<file path="src/rtl/core/bgbp_pkg.sv">
// ----------------------------------------------------------------------------
// Branch predictor package
// Sizes, register indexes, counter codes and helper types.
// ----------------------------------------------------------------------------
`default_nettype none

package bgbp_pkg;

    localparam int MAX_INDEX_BITS = 12;
    localparam int TABLE_DEPTH    = 1 << MAX_INDEX_BITS;
    localparam int IDX_W          = MAX_INDEX_BITS;
    localparam int ADDR_W         = 32;
    localparam int TOTAL_W        = 32;
    localparam int CFG_IDX_W      = 2;
    localparam int CFG_DATA_W     = 4;
    localparam int CTR_W          = 2;

    typedef enum logic [CFG_IDX_W-1:0] {
        CFG_MODE         = 2'd0,
        CFG_INDEX_BITS   = 2'd1,
        CFG_HISTORY_BITS = 2'd2
    } cfg_reg_t;

    localparam logic [CTR_W-1:0] CTR_WEAK_TAKEN = 2'd2;
    localparam logic [CTR_W-1:0] CTR_MAX        = 2'd3;
    localparam logic [CTR_W-1:0] CTR_MIN        = 2'd0;

    typedef struct packed {
        logic             en;
        logic [IDX_W-1:0] addr;
        logic [CTR_W-1:0] data;
    } ram_wr_t;

    function automatic logic [IDX_W-1:0] low_mask(input logic [CFG_DATA_W-1:0] bits);
        logic [IDX_W:0] ones;
        ones = ({{IDX_W{1'b0}}, 1'b1} << bits) - {{IDX_W{1'b0}}, 1'b1};
        return ones[IDX_W-1:0];
    endfunction

endpackage

`default_nettype wire

</file>
<file path="src/rtl/core/bgbp_if.sv">
// ----------------------------------------------------------------------------
// Branch predictor channels
// Branch input, result output and configuration write channels.
// ----------------------------------------------------------------------------
`default_nettype none


interface bgbp_result_if;
    import bgbp_pkg::*;
    logic               valid;
    logic               ready;
    logic               predicted_taken;
    logic               mispredicted;
    logic [IDX_W-1:0]   table_index;
    logic [TOTAL_W-1:0] prediction_total;
    logic [TOTAL_W-1:0] mispredict_total;
    modport source (output valid, predicted_taken, mispredicted, table_index,
                    prediction_total, mispredict_total, input ready);
    modport sink (input valid, predicted_taken, mispredicted, table_index,
                  prediction_total, mispredict_total, output ready);
endinterface


`default_nettype wire

</file>
<file path="src/rtl/core/bgbp_update.sv">
// ----------------------------------------------------------------------------
// Branch predictor update stage
// Counter read-modify-write with forwarding, totals, table clear, output item.
// ----------------------------------------------------------------------------
`default_nettype none

module bgbp_update (
    input  wire logic                       clk,
    input  wire logic                       rst_n,
    input  wire logic                       accept,
    input  wire logic [bgbp_pkg::IDX_W-1:0] rd_idx,
    input  wire logic                       taken,
    input  wire logic [bgbp_pkg::CTR_W-1:0] rd_ctr,
    output      bgbp_pkg::ram_wr_t          wr,
    output      logic                       in_ready,
    bgbp_result_if.source                   result
);
    import bgbp_pkg::*;

    logic               clr_active_reg;
    logic [IDX_W-1:0]   clr_addr_reg;
    logic               s1_valid_reg;
    logic [IDX_W-1:0]   s1_idx_reg;
    logic               s1_taken_reg;
    logic               fwd_valid_reg;
    logic [IDX_W-1:0]   fwd_idx_reg;
    logic [CTR_W-1:0]   fwd_ctr_reg;
    logic [TOTAL_W-1:0] pred_cnt_reg;
    logic [TOTAL_W-1:0] pred_cnt_next;
    logic [TOTAL_W-1:0] miss_cnt_reg;
    logic [TOTAL_W-1:0] miss_cnt_next;
    logic               out_valid_reg;
    logic               out_pred_reg;
    logic               out_miss_reg;
    logic [IDX_W-1:0]   out_idx_reg;
    logic [TOTAL_W-1:0] out_pred_cnt_reg;
    logic [TOTAL_W-1:0] out_miss_cnt_reg;
    logic               s1_adv;
    logic [CTR_W-1:0]   ctr_cur;
    logic [CTR_W-1:0]   ctr_new;
    logic               pred;
    logic               miss;

    assign s1_adv   = s1_valid_reg && (!out_valid_reg || result.ready);
    assign in_ready = !clr_active_reg && (!s1_valid_reg || s1_adv);

    // The item ahead wrote back at the edge this item's read was taken, so the
    // RAM returned the old value: take the forwarded one instead.
    assign ctr_cur = (fwd_valid_reg && (fwd_idx_reg == s1_idx_reg)) ? fwd_ctr_reg : rd_ctr;
    assign pred    = ctr_cur[1];
    assign miss    = pred ^ s1_taken_reg;

    always_comb
    begin
        ctr_new = ctr_cur;
        if (s1_taken_reg && (ctr_cur != CTR_MAX))
            ctr_new = ctr_cur + CTR_W'(1);
        else if (!s1_taken_reg && (ctr_cur != CTR_MIN))
            ctr_new = ctr_cur - CTR_W'(1);
    end

    always_comb
    begin
        pred_cnt_next = (pred_cnt_reg == '1) ? pred_cnt_reg : pred_cnt_reg + TOTAL_W'(1);
        miss_cnt_next = miss_cnt_reg;
        if (miss && (miss_cnt_reg != '1))
            miss_cnt_next = miss_cnt_reg + TOTAL_W'(1);
    end

    always_comb
    begin
        wr.en   = clr_active_reg || s1_adv;
        wr.addr = clr_active_reg ? clr_addr_reg : s1_idx_reg;
        wr.data = clr_active_reg ? CTR_WEAK_TAKEN : ctr_new;
    end

    always_ff @(posedge clk or negedge rst_n)
    begin
        if (!rst_n)
        begin
            clr_active_reg <= 1'b1;
            clr_addr_reg   <= '0;
            s1_valid_reg   <= 1'b0;
            fwd_valid_reg  <= 1'b0;
            out_valid_reg  <= 1'b0;
            pred_cnt_reg   <= '0;
            miss_cnt_reg   <= '0;
        end
        else
        begin
            if (clr_active_reg)
            begin
                clr_addr_reg <= clr_addr_reg + IDX_W'(1);
                if (clr_addr_reg == '1)
                    clr_active_reg <= 1'b0;
            end
            if (accept)
                s1_valid_reg <= 1'b1;
            else if (s1_adv)
                s1_valid_reg <= 1'b0;
            if (accept || s1_adv)
                fwd_valid_reg <= s1_adv;
            if (s1_adv)
            begin
                out_valid_reg <= 1'b1;
                pred_cnt_reg  <= pred_cnt_next;
                miss_cnt_reg  <= miss_cnt_next;
            end
            else if (result.ready)
            begin
                out_valid_reg <= 1'b0;
            end
        end
    end

    always_ff @(posedge clk)
    begin
        if (accept)
        begin
            s1_idx_reg   <= rd_idx;
            s1_taken_reg <= taken;
        end
        if (accept || s1_adv)
        begin
            fwd_idx_reg <= s1_idx_reg;
            fwd_ctr_reg <= ctr_new;
        end
        if (s1_adv)
        begin
            out_pred_reg     <= pred;
            out_miss_reg     <= miss;
            out_idx_reg      <= s1_idx_reg;
            out_pred_cnt_reg <= pred_cnt_next;
            out_miss_cnt_reg <= miss_cnt_next;
        end
    end

    assign result.valid            = out_valid_reg;
    assign result.predicted_taken  = out_pred_reg;
    assign result.mispredicted     = out_miss_reg;
    assign result.table_index      = out_idx_reg;
    assign result.prediction_total = out_pred_cnt_reg;
    assign result.mispredict_total = out_miss_cnt_reg;

endmodule

`default_nettype wire

</file>
<file path="src/flat_wrapper.sv">
// flat-port wrapper written by rule: the top's interface ports become plain ports
module bgbp_update_flat import bgbp_pkg::*;
  (clk, rst_n, accept, rd_idx, taken, rd_ctr, wr, in_ready, result_valid, result_predicted_taken, result_mispredicted, result_table_index, result_prediction_total, result_mispredict_total, result_ready);
  bgbp_result_if result_i ();
  input  wire logic clk;
  input  wire logic rst_n;
  input  wire logic accept;
  input  wire logic [bgbp_pkg::IDX_W-1:0] rd_idx;
  input  wire logic taken;
  input  wire logic [bgbp_pkg::CTR_W-1:0] rd_ctr;
  output      bgbp_pkg::ram_wr_t wr;
  output      logic in_ready;
  output wire logic [$bits(result_i.valid)-1:0] result_valid;
  output wire logic [$bits(result_i.predicted_taken)-1:0] result_predicted_taken;
  output wire logic [$bits(result_i.mispredicted)-1:0] result_mispredicted;
  output wire logic [$bits(result_i.table_index)-1:0] result_table_index;
  output wire logic [$bits(result_i.prediction_total)-1:0] result_prediction_total;
  output wire logic [$bits(result_i.mispredict_total)-1:0] result_mispredict_total;
  input wire logic [$bits(result_i.ready)-1:0] result_ready;
  assign result_valid = result_i.valid;
  assign result_predicted_taken = result_i.predicted_taken;
  assign result_mispredicted = result_i.mispredicted;
  assign result_table_index = result_i.table_index;
  assign result_prediction_total = result_i.prediction_total;
  assign result_mispredict_total = result_i.mispredict_total;
  assign result_i.ready = result_ready;
  bgbp_update u_core (.clk(clk), .rst_n(rst_n), .accept(accept), .rd_idx(rd_idx), .taken(taken), .rd_ctr(rd_ctr), .wr(wr), .in_ready(in_ready), .result(result_i));
endmodule
</file>
<file path="config.mk">
export PLATFORM = sky130hd
export DESIGN_NAME = bgbp_update_flat
export DESIGN_NICKNAME = d
export VERILOG_FILES = /design/src/rtl/core/bgbp_pkg.sv /design/src/rtl/core/bgbp_if.sv /design/src/rtl/core/bgbp_update.sv /design/src/flat_wrapper.sv
export SDC_FILE = /design/constraint.sdc
export NUM_CORES = 1
export LEC_CHECK = 0
export BUFFER_PORTS_ARGS = -buffer_cell sky130_fd_sc_hd__buf_2
export CORE_UTILIZATION = 54
export CTS_BUF_LIST = sky130_fd_sc_hd__clkbuf_2 sky130_fd_sc_hd__clkbuf_4 sky130_fd_sc_hd__clkbuf_8
export CTS_CLUSTER_SIZE = 30
export DETAILED_ROUTE_END_ITERATION = 10
export HOLD_SLACK_MARGIN = 0.02
export MAX_ROUTING_LAYER = met4
export PLACE_DENSITY_LB_ADDON = 0.3
export SETUP_SLACK_MARGIN = 0.4
export SLEW_MARGIN = 20
export SYNTH_ARGS = -nofsm -noshare
export SYNTH_HDL_FRONTEND = slang
export SYNTH_SLANG_ARGS = --single-unit
</file>
<file path="constraint.sdc">
create_clock -name clk -period 3.7 [get_ports clk]
set_clock_uncertainty 0.05 [all_clocks]
set_input_delay 1.11 -clock clk [delete_from_list [all_inputs] [get_ports clk]]
set_output_delay 1.11 -clock clk [all_outputs]
set_load 0.05 [all_outputs]
</file>
# After elaboration in Yosys (flattened, before gate mapping)
# Cells that the tools add are included.
[classes] reduce_logical=17 shift=0 n_mul=0 add_sub_neg=5 muxes=13 n_eq_ne=5 bitwise=1 n_lt_le_gt_ge=0 div_mod_pow=0
[op_table] cell="$add 32x1->32 const B" count=2
[op_table] cell="$mux 32" count=2
[op_table] cell="$eq 32x32->1 const B" count=1
[op_table] cell="$ne 32x32->1 const B" count=1
[op_table] cell="$add 12x1->12 const B" count=1
[op_table] cell="$eq 12x12->1" count=1
[op_table] cell="$eq 12x12->1 const B" count=1
[op_table] cell="$mux 12" count=1
[op_table] cell="$mux 2" count=4
[op_table] cell="$logic_and 1x1->1" count=6
[op_table] cell="$mux 1" count=6
[op_table] cell="$reduce_bool 2->1" count=3
[op_table] cell="$logic_not 1->1" count=4
[op_table] cell="$logic_or 1x1->1" count=4
[op_table] cell="$add 2x1->2 const B" count=1
[op_table] cell="$ne 2x2->1 const B" count=1
[op_table] cell="$sub 2x1->2 const B" count=1
[op_table] cell="$xor 1x1->1" count=1
[word_totals] ramBits=0 latch_bits=0 reg_bits=185 mem_bits_ro=0 n_memories=0

# Logic depth before layout (Yosys ltp)
[logic_depth] ltp_word=8 ltp_mapped=10 depth_no_buf=8

# Worst setup path before layout
# OpenSTA, ideal clock, no wires.
[synth_timing] path_type="input to register" start="input port result_ready" end="register u_core.miss_cnt_reg[16]" setup_time_ns=0.130 path_stages=6 slack_ns=-0.783 arrival_ns=4.303 path_buffers=1 required_time_ns=3.520 path_cell_list="nand2b_1 -> nand2_1 -> clkinv_1 -> clkbuf_1 -> nand3_1 -> xnor2_1"
[synth_via] elab_chain_cells=2
[synth_rtl] item="from (decl)" line="flat_wrapper.sv:19" rtl="input wire logic [$bits(result_i.ready)-1:0] result_ready;"
[synth_rtl] item="$logic_or 1x1->1" line="bgbp_update.sv:44" rtl="assign s1_adv = s1_valid_reg && (!out_valid_reg || result.ready);"
[synth_rtl] item="$logic_and 1x1->1" line="bgbp_update.sv:44"
[synth_rtl] item="via u_core.s1_adv" line="bgbp_update.sv:38" rtl="logic s1_adv;"
[synth_rtl] item="to (signal assigned)" line="bgbp_update.sv:107" rtl="miss_cnt_reg <= miss_cnt_next;"
[synth_rtl] item="to (decl)" line="bgbp_update.sv:30" rtl="logic [TOTAL_W-1:0] miss_cnt_reg;"
# The timed path passes the listed nets, and every way through them passes these cells.
# A chain may end at the register's enable or synchronous reset.

==> impl_metrics.json <==
{
  "outcome": "finished, violations left",
  "violations": "setup timing",
  "initial_core_util_pct": 55.14,
  "root_buffer": "clkbuf_8",
  "yosys_warnings": 0,
  "final_nets": 815,
  "htreeDepth": 4,
  "comb_power_share_pct": 18.6,
  "holdWs_ns": 0.4559,
  "finalCritPeriodShare_pct": 101.9,
  "p_per_area_mw_per_mm2": 495.4,
  "io_buffers": 113,
  "dp_cells": 948,
  "maxSlewViolCount": 0,
  "clock_latency_ns": 0.46,
  "worst_slew_pin_slew_ns": 0.7858,
  "hold_buffers": 0,
  "mostFrequentLayoutCells": "buf_2, edfxtp_1, xnor2_1, dfrtp_1, nand2_1",
  "r2r_slack_ns": 0.59,
  "startpoint_type": "flop",
  "vias_per_cell": 5.337,
  "p_leak_nw": 4.123,
  "grt_pass1_vias": 5125,
  "drcViolationCount": 0,
  "grt_max_degree": 52,
  "rows": 45,
  "ys.flop_type": "edfxtp_1",
  "relSlewSlack_pct": 47.61,
  "core_area_mm2": 0.01520,
  "r2r_end": "u_core.miss_cnt_reg[1]",
  "dr.first_iter.drc_count": 298,
  "hpwl_mm": 10.49,
  "grt_use_total_pct": 21.83,
  "synth_area_leaders": "edfxtp_1, dfrtp_1, xnor2_1, xor2_1, nand2_1",
  "p_clk_share_pct": 28.3,
  "crit_fanout": 4,
  "layout-drive-gt1-share_pct": 26.43,
  "chipHeight_um": 126.6,
  "cts_tree": "yes",
  "place_ws_ns": 0.2107,
  "seqPwrFrac_pct": 53.0,
  "reg2regPathDepth": 9,
  "fmax_mhz": 265.3,
  "min_period_ns": 3.769,
  "ant_nets": 0,
  "critical_path_class": "flop to output port",
  "num_antenna_cells": 0,
  "final_area_mm2": 0.009693,
  "crit_required_ns": 2.54,
  "final_cell_count_no_fill": 994,
  "setup-violations-final": 2,
  "io_pins": 114,
  "ys_ff_latch": 185,
  "r2r-start": "u_core.s1_idx_reg[8]",
  "cp.arrival_ns": 2.61,
  "area_growth_pct": 15.64,
  "synth.distinct_cells": 49,
  "antenna_found_initial": 0,
  "holdPathStages": 0,
  "async_flop_share_pct": 43.24,
  "setup_ws_ns": -0.06930,
  "min_to": "u_core.fwd_idx_reg[3]",
  "wire_per_inst_um": 16.11,
  "yosys.area.top_type": "edfxtp_1",
  "die-area_mm2": 0.01602,
  "hold_viol_final": 0,
  "avgSynthCellArea_um2": 12.62,
  "p_sw_w": 0.001498,
  "hp-start": "u_core.s1_idx_reg[3]",
  "p_int_w": 0.003304,
  "via_count": 5305,
  "yosysTopAreaCellShare_pct": 37.62,
  "swShare_pct": 31.20,
  "ir_drop_mv": 0.3917,
  "tns_ns": -0.09594,
  "dieWidth_um": 126.6,
  "globalplace.congestion": 0.8571,
  "placed_cell_area_mm2": 0.009128,
  "yosysSeqAreaShare_pct": 61.52,
  "synth_nets": 686,
  "netlist_area_mm2": 0.008382,
  "clkSinkCount": 185,
  "synth_edf_count": 105,
  "drt_pre_antenna_iters": 4,
  "hold_path.class": "flop to flop",
  "cts.path.max_buffers": 2,
  "maxCapViolations": 0,
  "netlist_instances": 664,
  "layout_commonest_cell": "buf_2",
  "critPathCaptureType": "output port",
  "clk_pin_slew_ns": 0.09,
  "grt_setup_unrepaired": "yes",
  "cts_buffers": 17,
  "grt_pass1_wl_mm": 26.05,
  "grt_overflow": 0,
  "wirelength_mm": 16.02
}
[routing by layer]
layer,vias to the layer above,global-route usage (%),part of all wire [%]
met5,-,-,0
met4,0,8.717,1.8
met3,26,3.796,3.5
met2,128,34.61,49
met1,2579,28.14,45
li1,2572,-,-
[critical path, stage by stage, from the launching register on]
cell and delay [ns]:
edfxtp_1 0.44, xnor2_1 0.20, nand4_1 0.19, nor4_4 0.38
mux2_4 0.39, nor2_4 0.10, a21oi_2 0.05, or2_4 0.24
buf_8 0.15
[synthesized netlist by cell type (5+ instances only)]
cell      instances
and2_1            5
nand2_1          70
nor3_2            6
nand2b_1          6
mux2_2           15
nand4_1          26
nor2_1           52
xnor2_1          92
and3_1           15
nand3_1          45
clkbuf_1         11
and4_1            7
xor2_1           55
dfrtp_1          79
nor3_1           18
edfxtp_1        105
[kinds of logic (layout without fill, tap and decap cells)]
logic type,count (synthesis),count (layout),share of synthesized area (%)
AOI/OAI and AO/OA,7,7,0.4777
buffers and inverters,27,169,1.672
adders and majority gates,3,3,0.4479
muxes,17,17,2.314
and+or+nand+nor,277,277,17.88
DFF,185,185,61.52
xor gates and xnor gates,148,148,15.69
[through the flow]
stage / power, W / util, %
floorplan: 0.003230 / -
CTS: 0.004835 / 63.38
global route: 0.004994 / 63.76
finish: 0.004802 / 63.76
global placement: 0.003435 / 60.04
detailed placement: 0.003454 / 60.04
[timing repair]
item,4_1_cts,5_1_grt
setup endpoints to repair,2,2
setup buffers,8,6
pin swaps,4,6
gates resized for setup,14,2
[layout make-up]
type | instances | area (um^2)
fillers | 1183 | 5509
inverters | 3 | 13.76
clock buffers | 21 | 276.5
flip-flops and latches | 185 | 5156
clock inverters | 11 | 121.4
well taps | 188 | 235.2
repair buffers | 134 | 754.5
multi-input cells | 452 | 3136
[how the worst max path moves through the flow]
| stage | startpoint | to | slack, ns | cells past startpoint |
|---|---|---|---|---|
| floorplan | result_ready | wr[14] | 0.47 | 4 |
| global placement | u_core.s1_idx_reg[8] | wr[1] | 0.28 | 8 |
| detailed placement | u_core.s1_idx_reg[6] | wr[1] | 0.21 | 8 |
| CTS | u_core.s1_idx_reg[9] | wr[1] | -0.00003 | 8 |
| global route | u_core.s1_idx_reg[8] | wr[1] | -0.19 | 8 |
| finish | u_core.s1_idx_reg[8] | wr[1] | -0.07 | 8 |
[power groups by stage]
stage | registers, W | clock network, W | logic, W
finish | 0.00255 | 0.00136 | 0.000895
detailed placement | 0.00259 | 0 | 0.000866
CTS | 0.00255 | 0.00140 | 0.000891
global placement | 0.00258 | 0 | 0.000857
global route | 0.00257 | 0.00148 | 0.000949
floorplan | 0.00288 | 0 | 0.000350
Power figures use the tool's default switching activity.
