File: src/rtl/core/bgbp_pkg.sv
// ----------------------------------------------------------------------------
// Branch predictor package
// Sizes, register indexes, counter codes and helper types.
// ----------------------------------------------------------------------------
`default_nettype none

package bgbp_pkg;

    localparam int MAX_INDEX_BITS = 12;
    localparam int TABLE_DEPTH    = 1 << MAX_INDEX_BITS;
    localparam int IDX_W          = MAX_INDEX_BITS;
    localparam int ADDR_W         = 32;
    localparam int TOTAL_W        = 32;
    localparam int CFG_IDX_W      = 2;
    localparam int CFG_DATA_W     = 4;
    localparam int CTR_W          = 2;

    typedef enum logic [CFG_IDX_W-1:0] {
        CFG_MODE         = 2'd0,
        CFG_INDEX_BITS   = 2'd1,
        CFG_HISTORY_BITS = 2'd2
    } cfg_reg_t;

    localparam logic [CTR_W-1:0] CTR_WEAK_TAKEN = 2'd2;
    localparam logic [CTR_W-1:0] CTR_MAX        = 2'd3;
    localparam logic [CTR_W-1:0] CTR_MIN        = 2'd0;

    typedef struct packed {
        logic             en;
        logic [IDX_W-1:0] addr;
        logic [CTR_W-1:0] data;
    } ram_wr_t;

    function automatic logic [IDX_W-1:0] low_mask(input logic [CFG_DATA_W-1:0] bits);
        logic [IDX_W:0] ones;
        ones = ({{IDX_W{1'b0}}, 1'b1} << bits) - {{IDX_W{1'b0}}, 1'b1};
        return ones[IDX_W-1:0];
    endfunction

endpackage

`default_nettype wire

File: src/rtl/core/bgbp_if.sv
// ----------------------------------------------------------------------------
// Branch predictor channels
// Branch input, result output and configuration write channels.
// ----------------------------------------------------------------------------
`default_nettype none


interface bgbp_cfg_if;
    import bgbp_pkg::*;
    logic                  valid;
    logic                  ready;
    logic [CFG_IDX_W-1:0]  index;
    logic [CFG_DATA_W-1:0] data;
    modport source (output valid, index, data, input ready);
    modport sink (input valid, index, data, output ready);
endinterface

`default_nettype wire

File: src/rtl/core/bgbp_index.sv
// ----------------------------------------------------------------------------
// Branch predictor index unit
// Holds configuration and global history, forms the counter table index.
// ----------------------------------------------------------------------------
`default_nettype none

module bgbp_index (
    input  wire logic                        clk,
    input  wire logic                        rst_n,
    bgbp_cfg_if.sink                         cfg,
    input  wire logic                        accept,
    input  wire logic [bgbp_pkg::ADDR_W-1:0] branch_address,
    input  wire logic                        taken,
    output      logic [bgbp_pkg::IDX_W-1:0]  rd_idx
);
    import bgbp_pkg::*;

    logic                  mode_reg;
    logic [CFG_DATA_W-1:0] index_bits_reg;
    logic [CFG_DATA_W-1:0] history_bits_reg;
    logic [IDX_W-1:0]      history_reg;
    logic [IDX_W-1:0]      history_next;
    logic [CFG_DATA_W-1:0] m_eff;
    logic [CFG_DATA_W-1:0] n_eff;
    logic [IDX_W-1:0]      hist_part;
    logic [IDX_W-1:0]      hist_in;

    assign cfg.ready = 1'b1;

    always_ff @(posedge clk or negedge rst_n)
    begin
        if (!rst_n)
        begin
            mode_reg         <= 1'b0;
            index_bits_reg   <= CFG_DATA_W'(MAX_INDEX_BITS);
            history_bits_reg <= '0;
        end
        else if (cfg.valid)
        begin
            case (cfg_reg_t'(cfg.index))
                CFG_MODE:         mode_reg         <= cfg.data[0];
                CFG_INDEX_BITS:   index_bits_reg   <= cfg.data;
                CFG_HISTORY_BITS: history_bits_reg <= cfg.data;
                default:          ;
            endcase
        end
    end

    // Out-of-range index widths clamp to the table; history never exceeds the index.
    always_comb
    begin
        if (index_bits_reg == '0)
            m_eff = CFG_DATA_W'(1);
        else if (index_bits_reg > CFG_DATA_W'(MAX_INDEX_BITS))
            m_eff = CFG_DATA_W'(MAX_INDEX_BITS);
        else
            m_eff = index_bits_reg;
        n_eff = (history_bits_reg > m_eff) ? m_eff : history_bits_reg;
    end

    always_comb
    begin
        hist_part = (history_reg & low_mask(n_eff)) << (m_eff - n_eff);
        rd_idx    = branch_address[IDX_W+1:2] & low_mask(m_eff);
        if (mode_reg)
            rd_idx = rd_idx ^ hist_part;
    end

    // The outcome enters at the top of the active history window.
    always_comb
    begin
        hist_in      = IDX_W'(taken) << (n_eff - CFG_DATA_W'(1));
        history_next = history_reg;
        if (accept && mode_reg && (n_eff != '0))
            history_next = ((history_reg & low_mask(n_eff)) >> 1) | hist_in;
    end

    always_ff @(posedge clk or negedge rst_n)
    begin
        if (!rst_n)
            history_reg <= '0;
        else
            history_reg <= history_next;
    end

endmodule

`default_nettype wire

File: src/flat_wrapper.sv
// flat-port wrapper written by rule: the top's interface ports become plain ports
module bgbp_index_flat import bgbp_pkg::*;
  (clk, rst_n, accept, branch_address, taken, rd_idx, cfg_valid, cfg_index, cfg_data, cfg_ready);
  bgbp_cfg_if cfg_i ();
  input  wire logic clk;
  input  wire logic rst_n;
  input  wire logic accept;
  input  wire logic [bgbp_pkg::ADDR_W-1:0] branch_address;
  input  wire logic taken;
  output      logic [bgbp_pkg::IDX_W-1:0] rd_idx;
  input wire logic [$bits(cfg_i.valid)-1:0] cfg_valid;
  input wire logic [$bits(cfg_i.index)-1:0] cfg_index;
  input wire logic [$bits(cfg_i.data)-1:0] cfg_data;
  output wire logic [$bits(cfg_i.ready)-1:0] cfg_ready;
  assign cfg_i.valid = cfg_valid;
  assign cfg_i.index = cfg_index;
  assign cfg_i.data = cfg_data;
  assign cfg_ready = cfg_i.ready;
  bgbp_index u_core (.clk(clk), .rst_n(rst_n), .cfg(cfg_i), .accept(accept), .branch_address(branch_address), .taken(taken), .rd_idx(rd_idx));
endmodule
File: config.mk
export PLATFORM = sky130hd
export DESIGN_NAME = bgbp_index_flat
export DESIGN_NICKNAME = d
export VERILOG_FILES = /design/src/rtl/core/bgbp_pkg.sv /design/src/rtl/core/bgbp_if.sv /design/src/rtl/core/bgbp_index.sv /design/src/flat_wrapper.sv
export SDC_FILE = /design/constraint.sdc
export NUM_CORES = 1
export LEC_CHECK = 0
export BUFFER_PORTS_ARGS = -buffer_cell sky130_fd_sc_hd__buf_2
export CAP_MARGIN = 20
export CORE_ASPECT_RATIO = 0.8
export CORE_UTILIZATION = 35
export CTS_CLUSTER_DIAMETER = 200
export CTS_CLUSTER_SIZE = 20
export DETAILED_ROUTE_END_ITERATION = 7
export SLEW_MARGIN = 20
export SYNTH_ARGS = -nofsm -noshare
export SYNTH_HDL_FRONTEND = slang
export SYNTH_SLANG_ARGS = --single-unit
export TNS_END_PERCENT = 1
File: constraint.sdc
create_clock -name clk -period 8.8 [get_ports clk]
set_input_delay 1.76 -clock clk [delete_from_list [all_inputs] [get_ports clk]]
set_output_delay 1.76 -clock clk [all_outputs]
set_load 0.01 [all_outputs]
Word-level counts from Yosys, hierarchy flattened
Cells that the tools add are included.

Register bits: 21. Input bits: 43. Output and inout port bits: 13. Logic and storage cells: 32.

Add/subtract/negate cells: 4. Magnitude comparators: 2. Equal/unequal tests: 2. Shifts and indexed selects: 4. Mux-type cells: 4. Bitwise gates (word level): 4. Reduce and logical (&&, ||, !) cells: 8.

Operators by type and width (count): AND 12 bit (2); << shifter 1 x 4 -> 12 bit, first input constant (2); subtractor 12 x 1 -> 12 bit, second input constant (2); two-way mux 12 bit (1); two-way mux 4 bit (3); OR 11 x 12 -> 12 bit (1); << shifter 1 x 4 -> 12 bit (1); << shifter 12 x 4 -> 12 bit (1); bitwise XOR 12 bit (1); AND reduction 2 bit (3); > comparator 4 bit (1); > comparator 4 bit, second input constant (1); logical NOT 4 bit (1); nonzero test 4 bit (1); subtractor 4 x 1 -> 4 bit, second input constant (1); subtractor 4 bit (1); equality test 2 x 1 -> 1 bit, second input constant (1); equality test 2 bit, second input constant (1); logical AND 1 bit (2); logical NOT 2 bit (1).

Longest topological paths before layout
Gate-level depths: netlist of run 1.

Depth in word-level cells: 11. Mapped depth: 22. Mapped depth without buffers: 18.

Worst setup path before layout of run 1
Ideal clock, no wire load.

Kind: flip-flop to output port. Start point: register u_core.index_bits_reg[3]. End point: output port rd_idx[10] in the netlist's numbering. Arrival time: 4.416 ns. Path slack: 2.624 ns. Stages on the path, launching flop included: 23. Cells stage by stage: dfstp_2 -> buf_2 -> inv_2 -> o21ai_2 -> ha_1 -> nor2b_4 -> o211ai_2 -> a21oi_4 -> buf_4 -> mux2i_1 -> inv_2 -> ha_1 -> inv_1 -> ha_1 -> clkbuf_1 -> inv_1 -> clkbuf_1 -> nand3_1 -> mux2i_1 -> a211oi_2 -> nor3_1 -> a211oi_2 -> xor2_1.

Cells in the longest elaborated chain, start to end: 11. Elaborated cells on any way between the ends: 16. Classes of those cells: add/sub (3); order compare (2); shift (3); mux (4); bitwise (3); reduce/logical (1).

Ends and longest elaborated chain: from (decl) (line bgbp_index.sv:19) `logic [CFG_DATA_W-1:0] index_bits_reg;`; from (signal assigned) (line bgbp_index.sv:35) `index_bits_reg <= CFG_DATA_W'(MAX_INDEX_BITS);`; from (signal assigned) (line bgbp_index.sv:42) `CFG_INDEX_BITS: index_bits_reg <= cfg.data;`; > comparator 4 bit (line bgbp_index.sv:54) `else if (index_bits_reg > CFG_DATA_W'(MAX_INDEX_BITS))`; two-way mux 4 bit (line bgbp_index.sv:54); two-way mux 4 bit * (line bgbp_index.sv:52) `if (index_bits_reg == '0)`; > comparator 4 bit (line bgbp_index.sv:58) `n_eff = (history_bits_reg > m_eff) ? m_eff : history_bits_reg;`; two-way mux 4 bit (line bgbp_index.sv:58); << shifter 1 x 4 -> 12 bit (line bgbp_pkg.sv:36) `ones = ({{IDX_W{1'b0}}, 1'b1} << bits) - {{IDX_W{1'b0}}, 1'b1};`; subtractor 12 x 1 -> 12 bit (line bgbp_pkg.sv:36); AND 12 bit (line bgbp_index.sv:63) `hist_part = (history_reg & low_mask(n_eff)) << (m_eff - n_eff);`; << shifter 12 x 4 -> 12 bit (line bgbp_index.sv:63); bitwise XOR 12 bit (line bgbp_index.sv:66) `rd_idx = rd_idx ^ hist_part;`; two-way mux 12 bit * (line bgbp_index.sv:65) `if (mode_reg)`; to (decl) (line flat_wrapper.sv:10) `output logic [bgbp_pkg::IDX_W-1:0] rd_idx;`.

Mark *: on every way between the ends. The rest lies on a longest branch, timed or not.

Worst setup path in the final report of run 1
Same ends and word-level chain as after synthesis.

==> results of run 1 <==
[tightest hold or removal path, cell delays in order (launching register included)]
cell and delay, ps:
dfrtp_1 410, nand2_1 70, nand2_1 60
[Yosys cell counts (4+ instances only)]
master     count  share of area
nand3b_1       6          0.015
a21o_1         4          0.010
a211oi_1       4          0.010
buf_2          5         0.0085
xor2_1         7          0.021
xnor2_1        9          0.027
nor3_1        16          0.027
a211oi_2       6          0.025
nor2_1        28          0.036
buf_4          7          0.018
mux2i_1        8          0.027
o21ai_0        7          0.012
nand4_1        4         0.0085
nand2_1       38          0.048
inv_1         12          0.015
nand2b_1       6          0.013
mux2_2        12          0.046
o2111ai_1      4          0.012
a31oi_1        8          0.017
a21oi_1       22          0.037
ha_1           8          0.034
dfrtp_1       19           0.16
nand3_1       14          0.024
clkbuf_1      14          0.018
[power by group through the flow]
stage                     sequential (uW)  combinational (uW)  clock (uW)
after CTS                             191                 928        65.0
final                                 194                 943        63.5
after global placement                192                 913           0
after global routing                  200                1030        69.0
after floorplan                       152                 755           0
after detailed placement              193                 924           0
[routing by layer]
layer	GRT usage	wire length, microns
met1	0.306	4370
met2	0.281	3540
met3	0.0437	770
met4	0.0571	117
met5	0	0
[final timing paths]
check,end,slack (ps),start
max,rd_idx[10],1100,u_core.index_bits_reg[3]
max in group asynchronous,u_core.index_bits_reg[3],7000,rst_n
min in group asynchronous,u_core.history_reg[6],1440,rst_n
min,u_core.history_reg[11],560,u_core.history_reg[11]
max reg2reg,u_core.history_reg[3],3970,u_core.index_bits_reg[3]
min reg2reg,u_core.history_reg[11],560,u_core.history_reg[11]
[metrics by stage]
step / instance area, sq um / util / std cells
3_3_place_gp: 3110 / 0.386 / 484
2_1_floorplan: 2950 / - / 369
4_1_cts: 3160 / 0.392 / 488
3_5_place_dp: 3110 / 0.386 / 484
6_report: 3160 / 0.392 / 488
5_1_grt: 3160 / 0.392 / 488
[layout by cell type, fill, tap and decap left out, drive strengths merged, types with 5 or more instances in the layout]
cell type,synthesis,layout
a211oi,10,10
buf,13,34
inv,16,16
nand2b,6,6
nand2,39,39
o2111ai,5,5
mux2,12,12
xor2,7,7
nand3,14,14
dfrtp,19,19
o211ai,5,5
a31oi,8,8
a21oi,26,26
nand3b,6,6
xnor2,9,9
nor3,18,18
o21ai,11,11
ha,8,8
mux2i,10,10
nor2,29,29
[layout make-up]
type,instances,area (sq um),share of cell area
clock buffers,4,45.0,0.0143
inverters,16,62.6,0.0198
flip-flops and latches,21,528,0.167
repair buffers,34,170,0.0539
well taps,108,135,0.0428
multi-input cells,305,2220,0.702
[cells by family after synthesis]
logic type	after synthesis	synth area share
simple gates	146	0.265
compound gates	109	0.310
buf+inv	43	0.0693
mux	23	0.0901
flops	21	0.179
xor+xnor	16	0.0476
fa+ha+maj	9	0.0378
other cells	1	0.00127
==> flow_summary.toml, run 1 <==
[run_status]
status = "finished, final reports clean"

[clocking]
worst_skew_pair.late_latency_ps = 260
cts_resized = 0
cts_tree = "yes"
clock-root-buffer = "clkbuf_8"
cts_buffers = 3
cts_hold_buf = 0
cts_sinks = 21
ctsHtreeMaxLevel = 1
clock_path_buffers = 2
postCtsSetupBuffers = 0
clk_pin_slew_ps = 80

[detailed_routing]
dr_total_vias = 2970
drt_wl_total_microns = 8810
wl_per_cell_microns = 18.0
drc = 0
drt_iter0_drc = 243
vias_per_cell = 6.09
ant_nets = 0
first_pass_iters = 5

[sta]
rsz0062_at_grt = "no"
timing.hold.ws_ps = 563
finClkSkew_ps = 11.2
setup_slack_ps = 1100
maxSlewHeadroom = 0.449
setup_viol = 0
finalHoldViolations = 0
final_max_slew_viol_count = 0
fmax_ghz = 0.130
fin_setup_tns_ps = 0
tightest_slew_ps = 823
period_needed_ps = 7700
min_period_over_period = 0.875

[global_route]
globalRouteTotalUtil = 0.202
grt_pass1_vias = 2838
grt_overflow_total = 0
grt_max_degree = 25
antenna_found_initial = 0
grt_first_pass_wirelength_microns = 14500

[synth]
synth_ff_type = "dfrtp_1"
ys_types = 89
synth.avg_cell_area_sq_um = 8.00
ys_async_sr_fraction = 1.00
synth_edf_count = 0
synthCells = 368
syn-cell-area_sq_um = 2940
ys_seq_area_frac = 0.179
ys_warn_count = 0
synth_seq_cells = 21

[run]
maxCapViolations = 0

[critical_path]
cp.buffers_inverters = 5
ff2ff_path_depth = 15
cp_top_family = "compound AO/OA/AOI/OAI gates"
critPathMaxStageDelay_ps = 820
path_max_fanout = 23
cp_common_cell = "ha_1"
worstSetupPathType = "reg -> out"
cp.arrival_ps = 5940
cp_slowest_cell = "dfstp_2"
path_cells = "inv_2 > o21ai_2 > ha_1 > nor2b_4 > o211ai_2 > a21oi_4 > mux2i_1 > inv_2 > ha_1 > inv_1 > ha_1 > inv_1 > nand3_1 > mux2i_1 > a211oi_2 > nor3_1 > a211oi_2 > xor2_1 > buf_2"
crit_required_ps = 7040
start_kind = "flip-flop"
path_depth = 19
critPathCaptureType = "output pin"

[pwr]
p_per_area_nw_per_um2 = 380
p_switching_uw = 686
intPower_uw = 515
max-vdd-ir-drop_mv = 0.154
switching_share = 0.571
p_leak_uw = 0.00124
power_uw = 1200
seq_power_share = 0.162
clock_power_share = 0.053
p_comb_frac = 0.785

[placed_design]
numPortBuffers = 34
gp_congestion = 0.904
dp_hpwl_microns = 6680
place_ws_ps = 1470

[layout]
antennaDiodeCount = 0
fin_nets = 432
largest_reg_flops = 12
areaGrowthSynthToFinish_pct = 7.22
drive_gt1_frac = 0.245
fill_cells = 866

[die]
core_sq_um = 8060
die_w_microns = 105
fp.dieH_microns = 84.0
std_cell_rows = 29
ios = 56
die_area_sq_um = 8780
start_util = 0.365

[min_path]
worstHoldPathType = "reg -> reg"
whs_path_depth = 2
No activity file was read; power rests on OpenSTA's default activity.
==> run 2, diff against run 1 <==
--- a/config.mk
+++ b/config.mk
@@ -8,7 +8,7 @@
 export BUFFER_PORTS_ARGS = -buffer_cell sky130_fd_sc_hd__buf_2
 export CAP_MARGIN = 20
 export CORE_ASPECT_RATIO = 0.8
-export CORE_UTILIZATION = 35
+export CORE_UTILIZATION = 40
 export CTS_CLUSTER_DIAMETER = 200
 export CTS_CLUSTER_SIZE = 20
 export DETAILED_ROUTE_END_ITERATION = 7
==> run 2 against run 1 <==
The flow now finishes with violations (DRC). Clock skew shrank 8.9 ps. Non-clock buffer count is the same. Sequential power is essentially flat. Core utilization grew 5.6 points. Combinational power shrank 0.4%.
==> flow_summary.toml, run 2 (synthesis results as in run 1) <==
[critical_path]
critPathCapture = "rd_idx[10]"
ff2ff_path_depth = 15
startpoint = "u_core.index_bits_reg[3]"
critPathCaptureType = "output pin"
cp_common_cell = "ha_1"
r2r-end = "u_core.history_reg[3]"
critPathMaxStageDelay_ps = 800
cp.arrival_ps = 6010
crit_required_ps = 7040
cp_top_family = "compound AO/OA/AOI/OAI gates"
path_depth = 19
path_max_fanout = 23
cp.buffers_inverters = 5
cp_slowest_cell = "dfstp_2"
path_cells = "inv_2 > o21ai_2 > ha_1 > nor2b_4 > o211ai_2 > a21oi_4 > mux2i_1 > inv_2 > ha_1 > inv_1 > ha_1 > inv_1 > nand3_1 > mux2i_1 > a211oi_2 > nor3_1 > a211oi_2 > xor2_1 > buf_2"
worstSetupPathType = "reg -> out"
ff2ff_setup_slack_ps = 4040
start_kind = "flip-flop"
worst_r2r_startpoint = "u_core.index_bits_reg[3]"

[sta]
tightest_slew_ps = 796
period_needed_ps = 7770
rsz0062_at_grt = "no"
maxSlewHeadroom = 0.459
fin_setup_tns_ps = 0
min_period_over_period = 0.883
setup_slack_ps = 1030
finClkSkew_ps = 2.28
setup_viol = 0
final_max_slew_viol_count = 0
finalHoldViolations = 0
timing.hold.ws_ps = 569
fmax_ghz = 0.129

[layout]
final_cell_mix = "nand2_1, buf_2, nor2_1"
drive_gt1_frac = 0.245
fin_nets = 432
areaGrowthSynthToFinish_pct = 6.33
final_util = 0.448
mostFrequentLayoutCell = "nand2_1"
antennaDiodeCount = 0
largest_reg_flops = 12
fill_cells = 709

[placed_design]
dp_hpwl_microns = 6580
numPortBuffers = 34
gp_congestion = 0.848
place_ws_ps = 1440

[die]
ios = 56
die_area_sq_um = 7710
core_sq_um = 6990
start_util = 0.421
std_cell_rows = 27
die_w_microns = 97.9
fp.dieH_microns = 78.7

[pwr]
p_per_area_nw_per_um2 = 382
max-vdd-ir-drop_mv = 0.149
p_leak_uw = 0.00124
power_uw = 1200

[detailed_routing]
drc = 7
wl_per_cell_microns = 18.5
drt_iter0_drc = 267
dr_total_vias = 2993
first_pass_iters = 7
ant_nets = 0
vias_per_cell = 6.41
drt_wl_total_microns = 8650

[min_path]
worstHoldPathType = "reg -> reg"

[clocking]
clock_path_buffers = 2
worst_skew_pair.late_latency_ps = 260
cts_buffers = 3
cts_hold_buf = 0
cts_tree = "yes"
clock-root-buffer = "clkbuf_8"
ctsHtreeMaxLevel = 1
cts_sinks = 21
clk_pin_slew_ps = 80
postCtsSetupBuffers = 0
cts_resized = 0

[global_route]
grt_max_degree = 25
antenna_found_initial = 0
grt_first_pass_wirelength_microns = 14600
grt_overflow_total = 0
grt_pass1_vias = 2751
globalRouteTotalUtil = 0.235

[run]
maxCapViolations = 0

[run_status]
status = "finished, violations left"
violations = "DRC"
[run 2: area by class of cell]
cell class,instances,area [sq um],share of cell area
tap,87,109,0.0348
timing repair buffer,34,170,0.0544
sequential,21,528,0.169
multi-input combinational,305,2220,0.708
inverter,16,62.6,0.0200
clock buffer,4,45.0,0.0144
[run 2: metrics by stage]
stage,instances,cell area [sq um]
after floorplan,369,2950
after global placement,463,3090
after detailed placement,463,3090
after CTS,467,3130
after global routing,467,3130
final,467,3130
[run 2: tightest hold or removal path: stages (launching register included)]
cell	delay [ps]
dfrtp_1	370
nor2_1	110
a31oi_1	50
[run 2: worst min-delay path by stage]
stage | to | cells past startpoint | startpoint
6_report | u_core.history_reg[1] | 2 | u_core.history_reg[1]
5_1_grt | u_core.history_reg[1] | 2 | u_core.history_reg[1]
4_1_cts | u_core.history_reg[1] | 2 | u_core.history_reg[1]
3_5_place_dp | u_core.history_reg[1] | 2 | u_core.history_reg[1]
3_3_place_gp | u_core.history_reg[11] | 2 | u_core.history_reg[11]
2_1_floorplan | u_core.history_reg[11] | 2 | u_core.history_reg[11]
[run 2: where the power goes]
part / internal, uW / total [uW] / switching [uW]
Combinational: 355 / 939 / 584
Sequential: 128 / 194 / 65.8
Clock: 32.3 / 63.7 / 31.4
Total: 515 / 1200 / 681
[run 2: layer usage]
| layer | part of all wire | vias up | global-route usage |
|---|---|---|---|
| met5 | 0 | - | 0 |
| met4 | 0.0075 | 0 | 0.0561 |
| met3 | 0.056 | 4 | 0.0123 |
| met2 | 0.43 | 120 | 0.351 |
| met1 | 0.51 | 1462 | 0.366 |
| li1 | - | 1407 | - |
